File: config.mk
export PLATFORM = sky130hd
export DESIGN_NAME = mdtg_step
export DESIGN_NICKNAME = d
export VERILOG_FILES = /design/src/mdtg_pkg.sv /design/src/mdtg_step.sv
export SDC_FILE = /design/constraint.sdc
export NUM_CORES = 1
export LEC_CHECK = 0
export ABC_AREA = 1
export BUFFER_PORTS_ARGS = -buffer_cell sky130_fd_sc_hd__buf_2
export CAP_MARGIN = 0
export CORE_AREA = 2 2 263 265
export CTS_CLUSTER_DIAMETER = 50
export CTS_CLUSTER_SIZE = 10
export DETAILED_ROUTE_END_ITERATION = 10
export DIE_AREA = 0 0 265 267
export GPL_TIMING_DRIVEN = 0
export MAX_ROUTING_LAYER = met4
export PLACE_DENSITY = 0.64
export SYNTH_ARGS = -nofsm -noshare
export SYNTH_HDL_FRONTEND = slang
export SYNTH_SLANG_ARGS = --single-unit
File: constraint.sdc
create_clock -name clk -period 5.2 [get_ports clk]
set_input_delay 0.78 -clock clk [delete_from_list [all_inputs] [get_ports clk]]
set_output_delay 0.78 -clock clk [all_outputs]
set_load 0.01 [all_outputs]
File: src/mdtg_pkg.sv
// Package of the drum trigger generator: item types, Q24 constants, probability tables.
`default_nettype none

package mdtg_pkg;

	// Configuration port
	localparam int unsigned CFG_IDX_W  = 1;
	localparam int unsigned CFG_DATA_W = 17;

	typedef enum logic [CFG_IDX_W-1:0] {
		REG_KICK_DENSITY   = 1'b0,
		REG_HAT_COMPLEXITY = 1'b1
	} cfg_reg_e;

	localparam logic [16:0] KNOB_MAX           = 17'd65536;
	localparam logic [16:0] KICK_DENSITY_RST   = 17'd40632;
	localparam logic [16:0] HAT_COMPLEXITY_RST = 17'd38011;

	// Cycles from a knob write until the derived tables are valid
	localparam logic [2:0] SETTLE_CYCLES = 3'd4;

	// Generator constants
	localparam logic [31:0] GEN_RESET = 32'h4D59_5DF4;
	localparam logic [31:0] MIX_XOR   = 32'hA341_316C;
	localparam logic [31:0] LCG_MUL   = 32'd1664525;
	localparam logic [31:0] LCG_ADD   = 32'd1013904223;

	// Q24 constants
	localparam logic [24:0] Q_ONE        = 25'h100_0000;
	localparam logic [23:0] C_K_DENS_OFF = 24'd1342177;
	localparam logic [23:0] C_K_DENS_MUL = 24'd14428406;
	localparam logic [23:0] C_K_ACCENT   = 24'd2348810;
	localparam logic [23:0] C_K_DENS     = 24'd7381975;
	localparam logic [23:0] C_H_DENS_OFF = 24'd1006633;
	localparam logic [23:0] C_H_DENS_MUL = 24'd14763950;
	localparam logic [23:0] C_H_OFFBEAT  = 24'd2348810;
	localparam logic [23:0] C_H_DENS     = 24'd6710886;
	localparam logic [23:0] C_H_SCALE0   = 24'd9227469;
	localparam logic [23:0] C_H_SCALE1   = 24'd7549747;

	// History table entries already weighted by the Markov factor (0.56 kick, 0.60 hat)
	localparam logic [23:0] KICK_MARKOV [4] = '{
		24'((64'd9395241 * 64'd14092861) >> 24),
		24'((64'd9395241 * 64'd3858760) >> 24),
		24'((64'd9395241 * 64'd11240735) >> 24),
		24'((64'd9395241 * 64'd6543114) >> 24)
	};
	localparam logic [23:0] HAT_MARKOV [4] = '{
		24'((64'd10066330 * 64'd2013266) >> 24),
		24'((64'd10066330 * 64'd12079596) >> 24),
		24'((64'd10066330 * 64'd5704253) >> 24),
		24'((64'd10066330 * 64'd14428406) >> 24)
	};

	// Items
	typedef struct packed {
		logic        kind;
		logic [31:0] seed_time;
	} step_item_t;

	typedef struct packed {
		logic        kick_fire;
		logic        hat_fire;
		logic [3:0]  step_position;
		logic [23:0] hat_variation;
	} trig_item_t;

	// Clamped Q24 probability, 1.0 included
	typedef logic [24:0] prob_t;

	// kick: [accent][kick history]; hat: [kick fired][hat history][odd step]
	typedef logic [1:0][3:0][24:0]       kick_prob_tab_t;
	typedef logic [1:0][3:0][1:0][24:0]  hat_prob_tab_t;

	typedef struct packed {
		logic           settled;
		kick_prob_tab_t kick_p;
		hat_prob_tab_t  hat_p;
	} prob_set_t;

endpackage

`default_nettype wire

File: src/mdtg_step.sv
// Sequencer state, random draws, trigger decisions and the result register.
`default_nettype none

module mdtg_step (
	input  wire logic                 clk,
	input  wire logic                 arst_n,
	input  wire mdtg_pkg::prob_set_t  probs,
	input  wire logic                 step_valid,
	output logic                      step_ready,
	input  wire mdtg_pkg::step_item_t step_item,
	output logic                      trig_valid,
	input  wire logic                 trig_ready,
	output mdtg_pkg::trig_item_t      trig_item
);

	logic [31:0] gen_q;
	logic [1:0]  khist_q;
	logic [1:0]  hhist_q;
	logic [3:0]  step_q;
	logic        trig_valid_q;
	mdtg_pkg::trig_item_t trig_q;

	logic        accept;
	logic [3:0]  step_nx;
	logic [31:0] d1;
	logic [31:0] d2;
	logic [31:0] d3;
	logic        accent;
	mdtg_pkg::prob_t kp;
	mdtg_pkg::prob_t hp;
	logic        kick;
	logic        hat;
	logic [31:0] reseed_gen;

	function automatic logic [31:0] xorshift32(logic [31:0] v);
		logic [31:0] x;
		x = v;
		x = x ^ (x << 13);
		x = x ^ (x >> 17);
		x = x ^ (x << 5);
		return x;
	endfunction

	// Take a new item when the tables are settled and the output register is free or being emptied
	assign step_ready = probs.settled && (!trig_valid_q || trig_ready);
	assign accept     = step_valid && step_ready;

	// Three chained draws; the third is used only on a hat trigger
	assign step_nx = step_q + 4'd1;
	assign d1      = xorshift32(gen_q);
	assign d2      = xorshift32(d1);
	assign d3      = xorshift32(d2);

	// Kick decision, accent on every fourth step
	assign accent = (step_nx[1:0] == 2'b00);
	assign kp     = probs.kick_p[accent][khist_q];
	assign kick   = {1'b0, d1[23:0]} < kp;

	// Hat decision: offbeat bonus on odd steps, table picks scaled entry on a kick
	assign hp  = probs.hat_p[kick][hhist_q][step_nx[0]];
	assign hat = {1'b0, d2[23:0]} < hp;

	// Reseed value
	assign reseed_gen = mdtg_pkg::MIX_XOR ^ (step_item.seed_time * mdtg_pkg::LCG_MUL
		+ mdtg_pkg::LCG_ADD);

	// State update
	always_ff @(posedge clk or negedge arst_n) begin
		if (!arst_n) begin
			gen_q   <= mdtg_pkg::GEN_RESET;
			khist_q <= 2'd0;
			hhist_q <= 2'd0;
			step_q  <= 4'd15;
		end else if (accept) begin
			if (step_item.kind) begin
				gen_q   <= reseed_gen;
				khist_q <= 2'd0;
				hhist_q <= 2'd0;
			end else begin
				gen_q   <= hat ? d3 : d2;
				khist_q <= {khist_q[0], kick};
				hhist_q <= {hhist_q[0], hat};
				step_q  <= step_nx;
			end
		end
	end

	// Result register
	always_ff @(posedge clk or negedge arst_n) begin
		if (!arst_n) begin
			trig_valid_q <= 1'b0;
		end else if (accept) begin
			trig_valid_q <= 1'b1;
		end else if (trig_ready) begin
			trig_valid_q <= 1'b0;
		end
	end

	always_ff @(posedge clk) begin
		if (accept) begin
			if (step_item.kind) begin
				trig_q.kick_fire     <= 1'b0;
				trig_q.hat_fire      <= 1'b0;
				trig_q.step_position <= step_q;
				trig_q.hat_variation <= 24'd0;
			end else begin
				trig_q.kick_fire     <= kick;
				trig_q.hat_fire      <= hat;
				trig_q.step_position <= step_nx;
				trig_q.hat_variation <= hat ? d3[23:0] : 24'd0;
			end
		end
	end

	assign trig_valid = trig_valid_q;
	assign trig_item  = trig_q;

endmodule

`default_nettype wire

## Yosys cells after proc, flatten, opt, wreduce, memory -nomap -nowiden

Index checks and enable logic that the tools add are counted.

| word-level totals | value |
|---|---|
| register bits after elaboration | 71 |
| input bits | 638 |
| output and inout bits | 32 |
| logic and storage cells | 57 |

| cells by class | value |
|---|---|
| add/sub/neg operators | 2 |
| $mul | 1 |
| $lt $le $gt $ge | 7 |
| multiplexer cells | 18 |
| bitwise gates (word level) | 12 |
| reduce and logical (&&, ||, !) cells | 8 |

Operator list:

| operator | count |
|---|---|
| 2-to-1 mux 200 bit | 2 |
| 2-to-1 mux 100 bit | 2 |
| XOR 32 bit | 6 |
| binary-select mux 50 bit (select 2 bit) | 1 |
| XOR 32 x 15 -> 32 bit | 3 |
| 2-to-1 mux 25 bit | 3 |
| 2-to-1 mux 32 bit | 2 |
| binary-select mux 25 bit (select 2 bit) | 1 |
| less-than comparator 24 x 25 -> 1 bit | 2 |
| 2-to-1 mux 50 bit | 1 |
| adder 32 x 30 -> 32 bit, second input constant | 1 |
| multiplier 32 x 21 -> 32 bit, second input constant | 1 |
| 2-to-1 mux 28 bit | 1 |
| 2-to-1 mux 24 bit | 1 |
| inverter 13 bit | 1 |
| less-than comparator 1 x 2 -> 1 bit, second input constant | 3 |
| less-than comparator 2 x 3 -> 1 bit, second input constant | 2 |
| adder 4 x 1 -> 4 bit, second input constant | 1 |
| 2-to-1 mux 2 bit | 2 |
| logical AND 1 bit | 2 |
| zero test 2 bit | 1 |
| 2-to-1 mux 1 bit | 2 |
| inverter 1 bit | 2 |
| AND reduction 2 bit | 1 |
| other kinds (4) | 4 |

## Logic depth before layout (Yosys ltp)

Gate-level depths: netlist of the first run.

| logic depth | value |
|---|---|
| word-level depth | 16 |
| depth in mapped cells | 41 |
| mapped depth without buffers | 36 |

## Worst setup path before layout of the first run

OpenSTA, ideal clock, no wires.

| timing path | value |
|---|---|
| path type | input to register |
| from | input step_item[2] (netlist name) |
| to | register gen_q[28] |
| library setup time | 0.084 ns |
| data arrival time | 5.652 ns |
| data required time | 5.116 ns |
| slack | -0.536 ns |
| stages | 27 |
| buffers on the path | 0 |
| path through | inv_1 -> ha_1 -> inv_1 -> fa_1 -> fa_1 -> inv_1 -> fa_1 -> inv_1 -> fa_1 -> fa_1 -> inv_1 -> fa_1 -> inv_1 -> ha_1 -> a21oi_1 -> inv_1 -> a21oi_1 -> inv_1 -> a21oi_1 -> nand2_1 -> nand3_1 -> nand2_1 -> xor2_1 -> nand2_1 -> nand2_1 -> inv_1 -> a21boi_0 |

| on the way | value |
|---|---|
| longest elaborated chain between the ends | 3 |

Ends and longest elaborated chain:

| item | RTL line | RTL |
|---|---|---|
| from (decl) | mdtg_step.sv:10 | `input wire mdtg_pkg::step_item_t step_item,` |
| multiplier 32 x 21 -> 32 bit | mdtg_step.sv:64 | `assign reseed_gen = mdtg_pkg::MIX_XOR ^ (step_item.seed_time * mdtg_pkg::LCG_MUL` |
| adder 32 x 30 -> 32 bit | mdtg_step.sv:65 | `+ mdtg_pkg::LCG_ADD);` |
| 2-to-1 mux 32 bit | mdtg_step.sv:75 | `if (step_item.kind) begin` |
| to (signal assigned) | mdtg_step.sv:70 | `gen_q <= mdtg_pkg::GEN_RESET;` |
| to (signal assigned) | mdtg_step.sv:76 | `gen_q <= reseed_gen;` |
| to (signal assigned) | mdtg_step.sv:80 | `gen_q <= hat ? d3 : d2;` |
| to (decl) | mdtg_step.sv:16 | `logic [31:0] gen_q;` |

No other way between the ends.
A chain may end at the register's enable or synchronous reset.

## Final worst setup path of the first run

| timing path | value |
|---|---|
| from | register step_q[0] |
| to | register trig_q, in the netlist trig_item[10] (data pin) |

| on the way | value |
|---|---|
| longest elaborated chain between the ends | 16 |

Ends and longest elaborated chain:

| item | RTL line | RTL |
|---|---|---|
| from (decl) | mdtg_step.sv:19 | `logic [3:0] step_q;` |
| from (signal assigned) | mdtg_step.sv:83 | `step_q <= step_nx;` |
| adder 4 x 1 -> 4 bit (*) | mdtg_step.sv:49 | `assign step_nx = step_q + 4'd1;` |
| zero test 2 bit | mdtg_step.sv:55 | `assign accent = (step_nx[1:0] == 2'b00);` |
| 2-to-1 mux 100 bit (not written as such) (2 in series) | mdtg_step.sv:56 | `assign kp = probs.kick_p[accent][khist_q];` |
| binary-select mux 25 bit (select 2 bit) | mdtg_step.sv:56 |  |
| 2-to-1 mux 25 bit (not written as such) | mdtg_step.sv:56 |  |
| less-than comparator 24 x 25 -> 1 bit | mdtg_step.sv:57 | `assign kick = {1'b0, d1[23:0]} < kp;` |
| 2-to-1 mux 200 bit (not written as such) (2 in series) | mdtg_step.sv:60 | `assign hp = probs.hat_p[kick][hhist_q][step_nx[0]];` |
| binary-select mux 50 bit (select 2 bit) | mdtg_step.sv:60 |  |
| 2-to-1 mux 50 bit (not written as such) | mdtg_step.sv:60 |  |
| 2-to-1 mux 25 bit (not written as such) (*) (2 in series) | mdtg_step.sv:60 |  |
| less-than comparator 24 x 25 -> 1 bit (*) | mdtg_step.sv:61 | `assign hat = {1'b0, d2[23:0]} < hp;` |
| inverter 1 bit (no source line) (*) | - |  |
| OR reduction 2 bit (no source line) (*) | - |  |
| to (decl) | mdtg_step.sv:21 | `mdtg_pkg::trig_item_t trig_q;` |

Every way passes the cells marked *; elsewhere a longest branch is shown, timed or not. The select of a mux whose other input is x is not followed.

==> summary.log, run 1 <==
qor: clock_network.clock_tree.root_cell clkbuf_16
qor: grt.grt_overflow_total 0
qor: setup_path.timing.critical_path.buf_inv 10
qor: clock_network.cts.hold.buffers_added 0
qor: sta.clock-skew-final 0.0254 ns
qor: sta.holdWs 0.491 ns
qor: outcome.violations_in_the_final_reports setup timing
qor: detailed_routing.route.detailed.vias_per_inst 5.22
qor: sta.worst-slew-pin-transition 1.27 ns
qor: yosys.synth_enable_flop_cells 30
qor: sta.period_needed 5.97 ns
qor: finish.final_layout_size_suffix_gt1_share 29.8%
qor: setup_path.crit_path_end_kind flip-flop
qor: grt.maximum_number_of_pins_on_one_net_before_global_route_repair 42
qor: setup_path.critPathMaxStageDelay 0.56 ns
qor: finish.layout-area-overhead-vs-synth 38.3%
qor: finish.fin_cells 4748
qor: grt.grt_antenna_before_repair 42
qor: sta.timing_hold_violations_final 0
qor: sta.maxSlewHeadroom 14.8%
qor: finish.postLayoutCoreUtil 40.2%
qor: floorplanning.die_height 267 µm
qor: finish.ff_latch_area 1950 µm²
qor: grt.grt_use_total 34.1%
qor: finish.fillCellCount 7341
qor: clock_network.clk_latency 0.36 ns
qor: clock_network.number_of_buffers_added_by_the_clock_tree_synthesis_step 9
qor: clock_network.clock-sinks 71
qor: setup_path.start_kind flip-flop
qor: floorplanning.ioPinCount 670
qor: setup_path.worstPathMaxFanout 8
qor: yosys.asyncSetResetFlopFracSynth 57.7%
qor: setup_path.timing.reg2reg.setup_slack -0.77 ns
qor: detailed_routing.detail_route.iter0.violations 2409
qor: setup_path.critical-path-top-cell-by-count clkbuf_16
qor: detailed_routing.drt_pass1_iterations 6
qor: sta.timing.final.ws_setup -0.773 ns
qor: grt.grt_util_met1 44.0%
qor: floorplanning.design.die.area 70800 µm²
qor: clock_network.max-clock-path-buffers 2
qor: placed_design.port_buffers 669
qor: yosys.synth_fp_nets 4053
qor: yosys.synth_top_cells_by_area nand2_1, fa_1, ha_1, nand3_1, inv_1
qor: setup_path.worstPathArrival 6.08 ns
qor: yosys.synthesis.yosys.warnings 0
qor: sta.min_period_over_period 115%
qor: yosys.netlist_area 19700 µm²
qor: sta.report.final.slew_viol_count 0
qor: placed_design.globalplace.congestion 1.04
qor: setup_path.critPathKind flip-flop to flip-flop
qor: yosys.area_share_of_the_largest_cell_type_after_synthesis 20.3%
qor: placed_design.numPlacedInstances 4623
qor: clock_network.cts_max_level 3
qor: grt.busiest_layer met2
qor: sta.max_freq 167 MHz
qor: floorplanning.placement_rows 96
qor: flow_run.max_cap_violations 0
qor: sta.setup-violations-final 58
qor: yosys.synth.largest_area_cell nand2_1
qor: finish.total_area_of_multi_input_combinational_cells 16700 µm²
qor: finish.finalNetCount 4819
qor: yosys.yosys.cell_types.count 42
qor: yosys.synth_area_per_cell 6.43 µm²
qor: floorplanning.initial_core_util 29.0%
qor: sta.rsz0062_at_grt yes
qor: floorplanning.die_w 265 µm
qor: grt.grt_pass1_wl 167000 µm
qor: yosys.synth_sequential_area_ratio 9.90%
qor: clock_network.tritoncts yes
qor: worst_hold_path.min_path_type flip-flop to flip-flop
qor: grt.grt.met2_usage 54.0%
qor: yosys.post_synth_inst_count 3071
qor: outcome.run_status finished with violations
qor: yosys.synth_flop_cell edfxtp_1
qor: clock_network.clkTransAtPathRegs 0.06 ns
qor: detailed_routing.postRouteWirelength 122000 µm
qor: detailed_routing.routed_wire_length_per_instance 25.7 µm
qor: grt.met3_use_gr 5.38%
qor: setup_path.crit_family simple AND/OR/NAND/NOR gates
qor: grt.first_global_vias 23300
qor: floorplanning.floorplan.core_area 68000 µm²
qor: detailed_routing.drc 0
qor: sta.setup_tns -40.09 ns
qor: detailed_routing.antenna_violation_net_count_after_detailed_routing 0
qor: detailed_routing.via_count 24800
qor: setup_path.cp_data_required_time 5.31 ns
qor: placed_design.detailedPlacementHpwl 105000 µm
qor: setup_path.critical-path-slowest-cell dfstp_2
qor: yosys.ys_ff_latch 71
[cell type report]
cell class	instances	share of cell area [%]
well taps	882	4.04
diodes	24	0.220
multi-input cells	2412	61.0
clock inverters	3	0.0824
plain buffers	143	4.70
inverters	444	6.19
repair buffers	756	15.6
flip-flops and latches	71	7.15
clock buffers	13	1.03
[cell families after synthesis]
group	after synthesis	synth area share [%]
xor gates and xnor gates	136	6.66
and+or+nand+nor	1574	33.6
adders and majority gates	344	27.1
AOI/OAI and AO/OA	358	11.5
buffers and inverters	588	11.3
DFF	71	9.90
[synthesized netlist by cell type (all sizes together), types with 4 or more instances]
cell type and n:
nand4 35, ha 205, a21boi 4, buf 51
dfrtp 19, a31oi 5, or2 14, nand2 1092
dfstp 22, edfxtp 30, xor2 81, nor3 5
inv 444, o21ai 57, a32o 46, nand3b 18
o211ai 42, a32oi 23, fa 139, a21oi 166
clkbuf 93, xnor2 55, nand3 367, nor2 40
[metrics by stage]
step                      setup slack, ns  area [µm²]
final                              -0.773       27300
after global routing               -0.866       27300
after CTS                          -0.603       26600
after detailed placement            -3.20       24500
after global placement              -3.45       24500
after floorplan                    -0.386       20000
[per-layer routing]
| layer | up-vias | routed length (µm) |
|---|---|---|
| met5 | - | 0 |
| met4 | 0 | 4970 |
| met3 | 204 | 9870 |
| met1 | 11900 | 51400 |
| met2 | 1200 | 55800 |
| li1 | 11500 | - |
[flip-flops by register name (all words and copies together) (netlist names)]
| name | cells |
|---|---|
| gen_q | 32 |
| trig_item | 30 |
| step_q | 4 |
| hhist_q | 2 |
| khist_q | 2 |
| trig_valid | 1 |
[worst paths after layout]
check,start,endpoint,cells after the start
worst max-delay path,step_q[0],trig_item[10],33
worst min-delay path,trig_valid,trig_valid,2
worst max register to register,step_q[0],trig_item[10],33
worst min register to register,trig_valid,trig_valid,2
max in group asynchronous,arst_n,gen_q[21],1
min in group asynchronous,arst_n,hhist_q[0],1
[cells in the final DEF (no fill, tap or decap), types with 10 or more instances in the layout]
| cell type | instances |
|---|---|
| a21oi_1 | 142 |
| a21oi_2 | 20 |
| a32o_1 | 43 |
| a32oi_1 | 11 |
| a32oi_2 | 12 |
| buf_1 | 20 |
| buf_2 | 669 |
| buf_4 | 74 |
| buf_6 | 24 |
| buf_8 | 13 |
| clkbuf_1 | 39 |
| clkbuf_16 | 30 |
| clkbuf_2 | 10 |
| clkbuf_4 | 13 |
| clkbuf_8 | 15 |
| dfrtp_1 | 19 |
| dfstp_2 | 22 |
| diode_2 | 24 |
| edfxtp_1 | 30 |
| fa_1 | 138 |
| ha_1 | 174 |
| ha_4 | 24 |
| inv_1 | 412 |
| inv_2 | 25 |
| nand2_1 | 1031 |
| nand2_2 | 51 |
| nand3_1 | 333 |
| nand3_2 | 33 |
| nand3b_1 | 18 |
| nand4_1 | 35 |
| nor2_1 | 33 |
| o211ai_1 | 42 |
| o21ai_0 | 37 |
| o21ai_1 | 10 |
| or2_2 | 14 |
| xnor2_1 | 48 |
| xor2_1 | 63 |
| xor2_2 | 15 |
[what timing repair did]
action	in CTS	in global routing
pin swaps	84	93
resized for setup	327	132
endpoints found under the setup margin	60	58
setup buffers	60	13
gates cloned	10	3
[worst register-to-register path, delay by kind of cell, from the launching register on]
| kind | cells | cell delay [ns] |
|---|---|---|
| buf+inv | 10 | 1.39 |
| simple gates | 13 | 1.59 |
| compound gates | 7 | 1.32 |
| flops | 1 | 0.56 |
| fa+ha+maj | 3 | 0.87 |
Power of run 1 is not shown: default switching activity piles up to over one toggle a cycle in this logic, so the estimate is an artifact.
==> run 2: changes to the inputs <==
==> constraint.sdc (replaced) <==
create_clock -name clk -period 5.2 [get_ports clk]
set_input_delay 1.04 -clock clk [delete_from_list [all_inputs] [get_ports clk]]
set_output_delay 1.04 -clock clk [all_outputs]
set_load 0.01 [all_outputs]
==> run 2 against run 1 <==
  * The flow still finishes with violations (setup timing)
  * Sequential share of layout area is 0.094 points lower
  * Hold slack better by 0.014 ns
  * Clock-buffer cell count is 4 lower
  * Clock skew is 0.0023 ns lower
  * Register-to-register slack worse by 0.07 ns
  * Highest routed layer unchanged
==> summary.log, run 2 (same netlist as run 1, synthesis figures left out) <==
qor: outcome.violations_in_the_final_reports setup timing [unchanged]
qor: detailed_routing.postRouteWirelength 122000 µm [about the same]
qor: grt.grt_antenna_before_repair 52 [was 42]
qor: finish.final_layout_size_suffix_gt1_share 30.4% [was 29.8%]
qor: detailed_routing.detail_route.iter0.violations 2584 [was 2409]
qor: sta.setup-violations-final 58 [unchanged]
qor: clock_network.clock-sinks 71 [unchanged]
qor: detailed_routing.drc 0 [unchanged]
qor: placed_design.port_buffers 669 [unchanged]
qor: setup_path.crit_path_end_kind flip-flop [unchanged]
qor: finish.fillCellCount 7551 [was 7341]
qor: worst_hold_path.min_delay_startpoint trig_valid [unchanged]
qor: grt.first_global_vias 23900 [was 23300]
qor: clock_network.clk_latency 0.36 ns [about the same]
qor: setup_path.timing.reg2reg.setup_slack -0.85 ns [was -0.77 ns]
qor: setup_path.cp-endpoint gen_q[22] [was trig_item[10]]
qor: finish.postLayoutCoreUtil 40.7% [was 40.2%]
qor: setup_path.critPathMaxStageDelay 0.56 ns [about the same]
qor: clock_network.cts.hold.buffers_added 0 [unchanged]
qor: finish.most_frequent_standard_cell_in_the_layout_excluding_fill_and_tap_cells nand2_1 [unchanged]
qor: placed_design.globalplace.congestion 1.04 [about the same]
qor: finish.final_cell_mix nand2_1, buf_2, inv_1, nand3_1, ha_1 [unchanged]
qor: grt.maximum_number_of_pins_on_one_net_before_global_route_repair 42 [unchanged]
qor: grt.grt_use_total 34.2% [was 34.1%]
qor: setup_path.critical-path-top-cell-by-count nand2_1 [was clkbuf_16]
qor: grt.grt_pass1_wl 168000 µm [was 167000 µm]
qor: clock_network.max-clock-path-buffers 2 [unchanged]
qor: worst_hold_path.min_path_type flip-flop to flip-flop [unchanged]
qor: setup_path.cp_data_required_time 5.49 ns [was 5.31 ns]
qor: sta.min_period_over_period 116% [was 115%]
qor: floorplanning.design.die.area 70800 µm² [unchanged]
qor: detailed_routing.antenna_violation_net_count_after_detailed_routing 0 [unchanged]
qor: setup_path.critical-path-slowest-cell dfstp_2 [unchanged]
qor: sta.period_needed 6.05 ns [was 5.97 ns]
qor: floorplanning.die_height 267 µm [unchanged]
qor: sta.report.final.slew_viol_count 0 [unchanged]
qor: outcome.run_status finished with violations [unchanged]
qor: sta.max_freq 165 MHz [was 167 MHz]
qor: placed_design.detailedPlacementHpwl 104000 µm [was 105000 µm]
qor: setup_path.worst_r2r_path_depth 37 [was 33]
qor: sta.rsz0062_at_grt yes [unchanged]
qor: sta.timing.final.ws_setup -0.846 ns [was -0.773 ns]
qor: floorplanning.ioPinCount 670 [unchanged]
qor: sta.worst-slew-pin-transition 1.21 ns [was 1.27 ns]
qor: floorplanning.initial_core_util 29.0% [unchanged]
qor: setup_path.start_kind flip-flop [unchanged]
qor: floorplanning.placement_rows 96 [unchanged]
qor: finish.layout-area-overhead-vs-synth 40.2% [was 38.3%]
qor: setup_path.timing.critical_path.depth 37 [was 33]
qor: detailed_routing.route.detailed.vias_per_inst 5.27 [was 5.22]
qor: finish.registers.top_by_ff_count gen_q [unchanged]
qor: clock_network.cts_max_level 3 [unchanged]
qor: setup_path.critical_path.reg2reg.endpoint gen_q[22] [was trig_item[10]]
qor: floorplanning.die_w 265 µm [unchanged]
qor: detailed_routing.via_count 25100 [was 24800]
qor: setup_path.regToRegStartpoint step_q[1] [was step_q[0]]
qor: setup_path.timing.critical_path.buf_inv 10 [unchanged]
qor: flow_run.max_cap_violations 0 [unchanged]
qor: grt.grt_overflow_total 0 [unchanged]
qor: placed_design.numPlacedInstances 4623 [unchanged]
qor: detailed_routing.drt_pass1_iterations 8 [was 6]
qor: finish.largest_register_ffs 32 [unchanged]
qor: setup_path.worstPathArrival 6.33 ns [was 6.08 ns]
qor: sta.clock-skew-final 0.0231 ns [was 0.0254 ns]
qor: clock_network.clkTransAtPathRegs 0.06 ns [about the same]
qor: finish.fin_cells 4768 [was 4748]
qor: sta.timing_hold_violations_final 0 [unchanged]
qor: setup_path.crit_family simple AND/OR/NAND/NOR gates [unchanged]
qor: clock_network.number_of_buffers_added_by_the_clock_tree_synthesis_step 9 [unchanged]
qor: finish.finalNetCount 4817 [was 4819]
qor: clock_network.tritoncts yes [unchanged]
qor: floorplanning.floorplan.core_area 68000 µm² [unchanged]
qor: setup_path.critPathKind flip-flop to flip-flop [unchanged]
qor: setup_path.crit_start step_q[1] [was step_q[0]]
qor: detailed_routing.routed_wire_length_per_instance 25.5 µm [was 25.7 µm]
qor: setup_path.worstPathMaxFanout 7 [was 8]
qor: sta.maxSlewHeadroom 19.4% [was 14.8%]
qor: clock_network.clock_tree.root_cell clkbuf_16 [unchanged]
-- run 2: worst min-delay path by stage --
stage,depth (start not counted),slack (ns),to
after floorplan,2,0.48,step_q[1]
after global placement,2,0.48,trig_valid
after detailed placement,2,0.49,trig_valid
after CTS,2,0.51,trig_valid
after global routing,2,0.54,trig_valid
final,2,0.50,trig_valid
-- run 2: per-stage QoR --
| stage | instance area (µm²) | TNS, ns | hold WS [ns] | setup WS [ns] |
|---|---|---|---|---|
| after global routing | 27700 | -52.29 | 0.542 | -1.01 |
| after detailed placement | 24500 | -150.04 | 0.491 | -2.92 |
| after global placement | 24500 | -151.00 | 0.483 | -3.01 |
| after CTS | 27200 | -35.27 | 0.508 | -0.753 |
| final | 27700 | -41.54 | 0.504 | -0.846 |
| after floorplan | 20000 | -6.07 | 0.484 | -0.646 |
-- run 2: routing by layer --
metal	vias to the layer above	global-route usage [%]	share of wire, %
met5	-	-	0
met4	0	15.9	5.1
met3	256	6.95	8.2
met2	1294	53.1	45
met1	12100	42.7	42
li1	11500	-	-
-- run 2: layout make-up --
| cell class | count | area (µm²) | area share [%] |
|---|---|---|---|
| multi-input combinational | 2412 | 16900 | 61.0 |
| timing repair buffer | 755 | 4280 | 15.5 |
| sequential | 71 | 1950 | 7.06 |
| inverter | 444 | 1690 | 6.11 |
| buffer | 142 | 1340 | 4.85 |
| tap | 882 | 1100 | 3.99 |
| clock buffer | 9 | 225 | 0.813 |
| antenna | 46 | 115 | 0.416 |
| clock inverter | 7 | 78.8 | 0.285 |
-- run 2: repair_timing --
action | CTS | global route
resized for setup | 411 | 81
gates cloned | 16 | 0
setup endpoints to repair | 60 | 58
buffers inserted | 65 | 11
pin swaps | 126 | 79
-- run 2: tightest hold or removal path, delay by kind of cell, from the launching register on --
kind / cells / cell delay, ns
flip-flops: 1 / 0.34
AND/OR/NAND/NOR: 2 / 0.13
Power of run 2 is left out for the same reason.
==> run 3: changes to the inputs <==
Settings changed: PLACE_DENSITY 0.64 to 0.62.
Clock period 5.2 ns to 6.7 ns, I/O delays scaled along.
==> run 3 against run 2 <==
  * Non-clock buffer count is 67 lower
  * Register-to-register slack improved by 1.1 ns
  * Clock skew down 0.012 ns
  * Utilization fell by 3.5 points
  * The flow now finishes without violations
  * Setup slack better by 1.1 ns
  * Critical path depth decreased by 15
==> summary.log, run 3 (same netlist as run 1, synthesis figures left out) <==
qor: sta.timing.final.ws_setup 0.219 ns [was -0.846 ns]
qor: placed_design.dpl_worst_slack -2.06 ns [was -2.92 ns]
qor: setup_path.worstPathMaxFanout 7 [unchanged]
qor: finish.final_cell_mix nand2_1, buf_2, inv_1, nand3_1, ha_1 [unchanged]
qor: setup_path.critPathKind input pin to flip-flop [was flip-flop to flip-flop]
qor: worst_hold_path.min_path_type flip-flop to flip-flop [unchanged]
qor: flow_run.max_cap_violations 0 [unchanged]
qor: grt.grt_pass1_wl 163000 µm [was 168000 µm]
qor: clock_network.clkTransAtPathRegs 0.06 ns [about the same]
qor: setup_path.critPathMaxStageDelay 0.53 ns [was 0.56 ns]
qor: finish.final_layout_size_suffix_gt1_share 24.1% [was 30.4%]
qor: grt.grt_overflow_total 0 [unchanged]
qor: floorplanning.die_height 267 µm [unchanged]
qor: floorplanning.die_w 265 µm [unchanged]
qor: grt.maximum_number_of_pins_on_one_net_before_global_route_repair 42 [unchanged]
qor: clock_network.clock-sinks 71 [unchanged]
qor: detailed_routing.antenna_violation_net_count_after_detailed_routing 0 [unchanged]
qor: detailed_routing.drt_pass1_iterations 8 [unchanged]
qor: floorplanning.placement_rows 96 [unchanged]
qor: grt.grt_antenna_before_repair 61 [was 52]
qor: placed_design.detailedPlacementHpwl 104000 µm [about the same]
qor: grt.grt_use_total 32.9% [was 34.2%]
qor: clock_network.clock_tree.root_cell clkbuf_16 [unchanged]
qor: clock_network.clk_latency 0.35 ns [was 0.36 ns]
qor: sta.setup_tns 0 ns [was -41.54 ns]
qor: setup_path.start_kind input pin [was flip-flop]
qor: clock_network.max-clock-path-buffers 2 [unchanged]
qor: detailed_routing.drc 0 [unchanged]
qor: setup_path.critical-path-top-cell-by-count fa_1 [was nand2_1]
qor: setup_path.timing.critical_path.buf_inv 7 [was 10]
qor: finish.registers.top_by_ff_count gen_q [unchanged]
qor: floorplanning.design.die.area 70800 µm² [unchanged]
qor: finish.fin_cells 4704 [was 4768]
qor: sta.maxSlewHeadroom 27.4% [was 19.4%]
qor: clock_network.number_of_buffers_added_by_the_clock_tree_synthesis_step 9 [unchanged]
qor: sta.max_freq 154 MHz
qor: clock_network.cts_max_level 3 [unchanged]
qor: floorplanning.floorplan.core_area 68000 µm² [unchanged]
qor: placed_design.numPlacedInstances 4623 [unchanged]
qor: setup_path.cp_data_required_time 6.97 ns [was 5.49 ns]
qor: finish.fillCellCount 7614 [was 7551]
qor: placed_design.globalplace.congestion 1.04 [about the same]
qor: outcome.run_status finished clean [was finished with violations]
qor: sta.worst-slew-pin-transition 1.09 ns [was 1.21 ns]
qor: detailed_routing.routed_wire_length_per_instance 25.0 µm [was 25.5 µm]
qor: finish.finalNetCount 4750 [was 4817]
qor: sta.period_needed 6.48 ns
qor: clock_network.tritoncts yes [unchanged]
qor: detailed_routing.via_count 24400 [was 25100]
qor: setup_path.worstPathArrival 6.76 ns [was 6.33 ns]
qor: finish.layout-area-overhead-vs-synth 28.1% [was 40.2%]
qor: sta.clock-skew-final 0.0108 ns [was 0.0231 ns]
qor: sta.setup-violations-final 0 [was 58]
qor: detailed_routing.route.detailed.vias_per_inst 5.18 [was 5.27]
qor: setup_path.path_cells clkbuf_4 -> inv_2 -> ha_2 -> inv_1 -> fa_1 -> inv_1 -> fa_1 -> fa_1 -> fa_1 -> inv_1 -> fa_1 -> inv_1 -> fa_1 -> inv_1 -> ha_2 -> nand2_1 -> nor4_4 -> nand4_1 -> nand2_1 -> xor2_2 -> a21oi_1 -> a21boi_1
qor: sta.rsz0062_at_grt yes [unchanged]
qor: grt.first_global_vias 23000 [was 23900]
qor: setup_path.critical-path-slowest-cell fa_1 [was dfstp_2]
qor: finish.largest_register_ffs 32 [unchanged]
qor: floorplanning.ioPinCount 670 [unchanged]
qor: floorplanning.initial_core_util 29.0% [unchanged]
qor: detailed_routing.postRouteWirelength 118000 µm [was 122000 µm]
qor: sta.min_period_over_period 96.7%
qor: sta.timing_hold_violations_final 0 [unchanged]
qor: sta.report.final.slew_viol_count 0 [unchanged]
qor: finish.most_frequent_standard_cell_in_the_layout_excluding_fill_and_tap_cells nand2_1 [unchanged]
qor: placed_design.port_buffers 669 [unchanged]
qor: setup_path.crit_path_end_kind flip-flop [unchanged]
qor: setup_path.crit_family adder cells [was simple AND/OR/NAND/NOR gates]
qor: detailed_routing.detail_route.iter0.violations 2381 [was 2584]
==> run 3: repair_timing <==
item                       CTS  global route
setup endpoints to repair   58            58
resized for setup          107           110
hold buffers                 0             0
setup buffers                9             7
pin swaps                   12            17
==> run 3: tightest hold or removal path, stage by stage (launching register included) <==
cell     delay [ns]
dfrtp_1        0.35
nand2_1        0.07
nand2_1        0.07
==> run 3: metal layers <==
metal,GRT usage [%],share of wire (%),vias up
met5,-,0,-
met4,15.7,5.4,0
met3,3.52,7.1,218
met2,52.8,46,1204
met1,41.6,42,11600
li1,-,-,11400
==> run 3: cell type report <==
cell class | instances | area, µm² | share of cell area (%)
well taps | 882 | 1100 | 4.36
diodes | 49 | 123 | 0.485
flip-flops and latches | 71 | 1950 | 7.72
multi-input cells | 2412 | 15800 | 62.6
plain buffers | 144 | 811 | 3.20
clock buffers | 10 | 239 | 0.944
repair buffers | 686 | 3510 | 13.9
inverters | 444 | 1670 | 6.60
clock inverters | 6 | 67.6 | 0.267
==> run 3: final timing paths <==
path,start,to,slack [ns],cells after the start
worst min-delay path,trig_valid,trig_valid,0.52,2
min in group asynchronous,arst_n,hhist_q[0],1.18,1
worst max register to register,step_q[1],trig_item[9],0.25,32
max in group asynchronous,arst_n,gen_q[31],4.83,1
worst max-delay path,step_item[7],gen_q[30],0.22,22
worst min register to register,trig_valid,trig_valid,0.52,2
==> run 3: metrics by stage <==
stage                     utilization (%)  instance area [µm²]  hold slack (ns)
final                                37.2                25300            0.523
after global routing                 37.2                25300            0.566
after CTS                            36.6                24900            0.530
after detailed placement             35.6                24200            0.521
after global placement               35.6                24200            0.502
after floorplan                         -                19700            0.484
Power of run 3 is left out for the same reason.
